--- config.mk ---
export PLATFORM = sky130hd
export DESIGN_NAME = pwsm_div_cell
export DESIGN_NICKNAME = d
export VERILOG_FILES = /design/src/hdl/pwsm_pkg.sv /design/src/hdl/pwsm_div_cell.sv
export SDC_FILE = /design/constraint.sdc
export NUM_CORES = 1
export LEC_CHECK = 0
export BUFFER_PORTS_ARGS = -buffer_cell sky130_fd_sc_hd__clkbuf_2
export CORE_AREA = 2 2 209 211
export DETAILED_ROUTE_END_ITERATION = 7
export DIE_AREA = 0 0 211 213
export HOLD_SLACK_MARGIN = 0.03
export PLACE_DENSITY_LB_ADDON = 0.1
export SYNTH_ARGS = -nofsm -noshare
export SYNTH_HDL_FRONTEND = slang
export SYNTH_SLANG_ARGS = --single-unit
--- constraint.sdc ---
create_clock -name clk -period 0.8 [get_ports clk]
set_input_delay 0.12 -clock clk [delete_from_list [all_inputs] [get_ports clk]]
set_output_delay 0.12 -clock clk [all_outputs]
set_load 0.03 [all_outputs]
--- src/hdl/pwsm_pkg.sv ---
// Package for the perspective warp source mapper: field widths, register
// indexes and the payload carried along the divider cell chain.
// No dependencies.
package pwsm_pkg;

	localparam int COEF_W  = 48;          // signed Q20.28 coefficient
	localparam int PIX_W   = 12;          // pixel coordinate
	localparam int PROD_W  = COEF_W + PIX_W + 1;
	localparam int SUM_W   = 64;          // numerator / denominator
	localparam int MAG_W   = SUM_W - 1;   // magnitude of a sum
	localparam int QUO_W   = PIX_W + 1;   // quotient bits, top bit flags >= 4096
	localparam int REM_W   = MAG_W + QUO_W;
	localparam int NUM_COEFS = 8;
	localparam int IDX_W   = 3;
	localparam int ADDR_W  = 6;
	localparam int DATA_W  = 64;
	localparam logic signed [SUM_W-1:0] Q_ONE = SUM_W'(64'sd268435456);

	typedef enum logic [IDX_W-1:0] {
		REG_XX = 3'd0,
		REG_XY = 3'd1,
		REG_XC = 3'd2,
		REG_YX = 3'd3,
		REG_YY = 3'd4,
		REG_YC = 3'd5,
		REG_WX = 3'd6,
		REG_WY = 3'd7
	} coef_idx_t;

	// Payload handed from one divider cell to the next.
	typedef struct packed {
		logic [PIX_W-1:0] dest_x;
		logic [PIX_W-1:0] dest_y;
		logic             neg_x;
		logic             neg_y;
		logic             dzero;
		logic [MAG_W-1:0] md;
		logic [REM_W-1:0] rem_x;
		logic [REM_W-1:0] rem_y;
		logic [QUO_W-1:0] qx;
		logic [QUO_W-1:0] qy;
	} div_lane_t;

endpackage

--- src/hdl/pwsm_div_cell.sv ---
// One cell of the restoring divider chain: settles one quotient bit of
// both the x and y lanes. Depends on pwsm_pkg.
module pwsm_div_cell import pwsm_pkg::*; #(
	parameter int SHIFT = 0
) (
	input  logic      clk,
	input  logic      arst_n,
	input  logic      valid_in,
	input  div_lane_t lane_in,
	output logic      valid_out,
	output div_lane_t lane_out
);

	logic      valid_s1;
	div_lane_t lane_s1;
	div_lane_t lane_nxt;
	logic [REM_W-1:0] dsh;
	logic tx;
	logic ty;

	always_comb begin
		lane_nxt = lane_in;
		dsh = REM_W'(lane_in.md) << SHIFT;
		tx = (lane_in.rem_x >= dsh);
		ty = (lane_in.rem_y >= dsh);
		if (tx) begin
			lane_nxt.rem_x = lane_in.rem_x - dsh;
		end
		if (ty) begin
			lane_nxt.rem_y = lane_in.rem_y - dsh;
		end
		lane_nxt.qx = lane_in.qx | (QUO_W'(tx) << SHIFT);
		lane_nxt.qy = lane_in.qy | (QUO_W'(ty) << SHIFT);
	end

	always_ff @(posedge clk or negedge arst_n) begin
		if (!arst_n) begin
			valid_s1 <= 1'b0;
		end else begin
			valid_s1 <= valid_in;
		end
	end

	always_ff @(posedge clk) begin
		lane_s1 <= lane_nxt;
	end

	assign valid_out = valid_s1;
	assign lane_out  = lane_s1;

endmodule

# ---- Word level (Yosys, flattened, before mapping)
# Cells that the tools add are included.
dict set report totals {
  regBits 269
  in_bits 271
  output_inout_bits 269
  word_cells 19
}
dict set report op_classes {
  addsub 2
  n_lt_le_gt_ge 2
  n_mux 2
  bitwise 2
}
# cell count
set op_table {}
lappend op_table {{>= comparator 76 x 63 -> 1 bit} 2}
lappend op_table {{2-to-1 mux 76 bit} 2}
lappend op_table {{subtractor 76 x 63 -> 76 bit} 2}
lappend op_table {{OR 13 x 1 -> 13 bit} 2}

# ---- Longest topological paths before layout
dict set report logic_depth {
  ltp_word 2
  depth_mapped 15
  ltp_nobuf 13
}

# ---- Worst setup path before layout
# No wires, ideal clock.
dict set report synth_path {
  path_kind {input-to-reg}
  start {input lane_in[26] in the netlist's numbering}
  end {register lane_s1 (netlist bit lane_out[99])}
  setup_time_ps 118
  t_arrival_ps 2873
  t_required_ps 682
  slack_ps -2191
  stages 14
  path_buffers 1
  cell_sequence {inv_1 -> ha_1 -> fa_1 -> nor2b_1 -> o2111ai_1 -> a21boi_0 -> a21oi_1 -> o21ai_0 -> or3_1 -> a41oi_4 -> buf_6 -> a2111oi_4 -> nand3_1 -> xnor2_1}
}
# item line
set synth_lines {}
lappend synth_lines {{start, declared} pwsm_div_cell.sv:9} ;# input div_lane_t lane_in,
lappend synth_lines {{end signal, assigned} pwsm_div_cell.sv:45} ;# lane_s1 <= lane_nxt;
lappend synth_lines {{end, declared} pwsm_div_cell.sv:15} ;# div_lane_t lane_s1;

==> metrics.cfg <==
[global_routing]
grt_pass1_vias = 22400
antenna_found_initial = 12
grt_pass1_wl_um = 132000
grt_use_total = 0.384
grt_max_degree = 16
overflow = 0

[job]
cap_violations = 0

[synth]
ys_seq_area_frac = 0.344
synth_compound_area_frac = 0.235
synth_top_family_by_area = compound AO/OA/AOI/OAI gates
synth.area.top_cells = dfxtp_1, ha_1, nand2_1
synth-edff-count = 0
synth_flop_cell = dfxtp_1
synthArstFlopShare = 0.00372
ys_ff_latch = 269
synth_xor_area_frac = 0.0811
yosys.area.top_type = dfxtp_1
yosysWarnings = 0
synth_simple_gate_area_frac = 0.185
synth_top_area_share = 0.343
synth_cells = 1907
ys_types = 94
synth_nets = 2306
synth-adder-area-share = 0.103
synth_mux_area_frac = 0.00280
synth_area_per_cell_um2 = 8.21
synth.cell_area_um2 = 15700

[critical_path]
critPathTopFamily = simple AND/OR/NAND/NOR gates
max_stage_delay_ps = 670
cp_cell_sequence = buf_4 > inv_2 > buf_4 > ha_4 > nand4_1 > or3_4 > or3_4 > o21ai_4 > nor2b_4 > o21a_4 > buf_4 > a2111oi_2 > xor2_1
crit_path_top_delay_cell = a2111oi_2
cp.arrival_ps = 3620
path_buf_inv = 4
worstSetupPathType = input pin to flop
crit_top_cell = buf_4
start_kind = input pin
critPathCaptureType = flop
path_max_fanout = 4
required_ps = 1240
cp-startpoint = lane_in[235]

[die]
die_area_um2 = 44900
fp.dieW_um = 211
die_h_um = 213
pin_count = 540
num_rows = 76
core_um2 = 42700
start_util = 0.367

[final_layout]
syn2layout_area_growth_pct = 129
fill_cells = 2207
seq_area_um2 = 5740
fin_nets = 3841
multi_input_area_um2 = 12900
drive_gt1_frac = 0.636

[timing]
tightest_slew_ps = 769
drv_slew = 0
setup-violations-final = 423
setup_ws_ps = -2380
whs_ps = -322
clock.fmax_ghz = 0.315
fin_crit_sh = 3.97
finalCriticalPeriod_ps = 3180
slew_headroom = 0.486
hold_violations = 1
rsz0062_at_grt = yes

[power_and_ir_drop]
p_leak_uw = 0.0163
power.density_nw_per_um2 = 1690
ir_worst_vdd_mv = 2.03
fin_total_pwr_uw = 60500

[route]
via_count = 22600
wl_per_cell_um = 25.7
ant_nets = 0
dr.first_iter.drc_count = 1962
viasPerCell = 5.63
drc_errors = 0
dr.pass1.iters = 7
finalWirelength_um = 103000

[clocking]
cts_buffer_depth = 3
clkSinkCount = 269
ctsRootBufferMaster = clkbuf_16
cts_tree = yes
cts_buffers = 29
path_clk_slew_ps = 80
htreeDepth = 1

[placed_design]
dp_hpwl_um = 57500
gp_congestion = 0.948
place_ws_ps = -2450
numPortBuffers = 539

[min_path]
holdCritPathClass = input pin to flop
min-delay-start = lane_in[178]

[run_status]
status = finished with violations
violations = hold timing, setup timing

cells by family after synthesis:
| logic type | count (synthesis) |
|---|---|
| AOI/OAI and AO/OA | 584 |
| and+or+nand+nor | 599 |
| DFF | 269 |
| muxes | 4 |
| buffers and inverters | 178 |
| adders and majority gates | 128 |
| xor gates and xnor gates | 145 |
timing repair:
| item | in CTS | in global routing |
|---|---|---|
| endpoints found under the setup margin | 423 | 423 |
| resized for setup | 1200 | 659 |
| pin swaps | 139 | 160 |
| endpoints found under the hold margin | 270 | 8 |
| hold buffers | 265 | 6 |
| gates cloned | 25 | 1 |
| setup buffers | 74 | 71 |
synth_stat cells (all sizes together) (24+ instances only):
cell    count
nand2     272
dfxtp     268
o21ai     218
a21oi     163
ha        126
nor2      100
inv        95
xnor2      77
xor2       68
clkbuf     55
nand4      48
a21o       39
nor3       30
buf        28
nand3      28
nand2b     25
o21bai     24
placed cells by master (no fill, tap or decap), types with 62 or more instances in the layout:
cell / synthesis / routed
buf_4: 4 / 675
buf_8: 2 / 281
dlygate4sd3_1: 0 / 271
dfxtp_2: 0 / 262
clkbuf_2: 1 / 241
nand2_1: 261 / 147
a21oi_1: 163 / 118
nor2_1: 99 / 90
o21ai_2: 13 / 88
ha_4: 0 / 77
nand2_4: 0 / 73
o21ai_0: 190 / 69
xnor2_1: 77 / 66
xor2_1: 68 / 62
where the power goes:
group	internal, uW	switching (uW)	total (uW)	leakage [uW]
registers	15800	1590	17300	0.00227
clock network	7780	6540	14300	0.000472
logic	14300	14500	28900	0.0136
routing by layer:
| layer | global-route usage | share of wire | vias to the layer above |
|---|---|---|---|
| met5 | 0 | 0.0011 | - |
| li1 | - | - | 9881 |
| met2 | 0.675 | 0.47 | 1497 |
| met4 | 0.223 | 0.086 | 12 |
| met3 | 0.0750 | 0.094 | 532 |
| met1 | 0.432 | 0.35 | 10700 |
metrics by stage:
step	TNS (ps)	hold slack (ps)	cell area, um2	util	std cells
finish	-357950	-322	35900	0.840	4017
global route	-366140	-331	35900	0.840	4016
CTS	-337230	-338	33900	0.795	3968
detailed placement	-338460	-104	24500	0.573	3555
global placement	-335360	-104	24500	0.573	3555
floorplan	-254930	-176	16700	-	1907
worst paths after layout:
check / slack, ps / end / depth (start not counted)
worst min-delay path: -320 / lane_out[178]$_DFF_P_ / 1
max in group asynchronous: 280 / valid_out$_DFF_PN0_ / 3
worst max-delay path: -2380 / lane_out[173]$_DFF_P_ / 13
min in group asynchronous: 400 / valid_out$_DFF_PN0_ / 3
sequential cells by signal, summed over array words and instances (netlist names):
register   count
valid_out      1
lane_out     268
area by class of cell:
| type | count | area share |
|---|---|---|
| timing repair buffer | 1586 | 0.420 |
| multi-input combinational | 1461 | 0.361 |
| sequential | 269 | 0.160 |
| clock buffer | 37 | 0.0222 |
| tap | 546 | 0.0190 |
| inverter | 95 | 0.0130 |
| clock inverter | 16 | 0.00474 |
| antenna | 7 | 0.000488 |
Power figures use the tool's default switching activity.
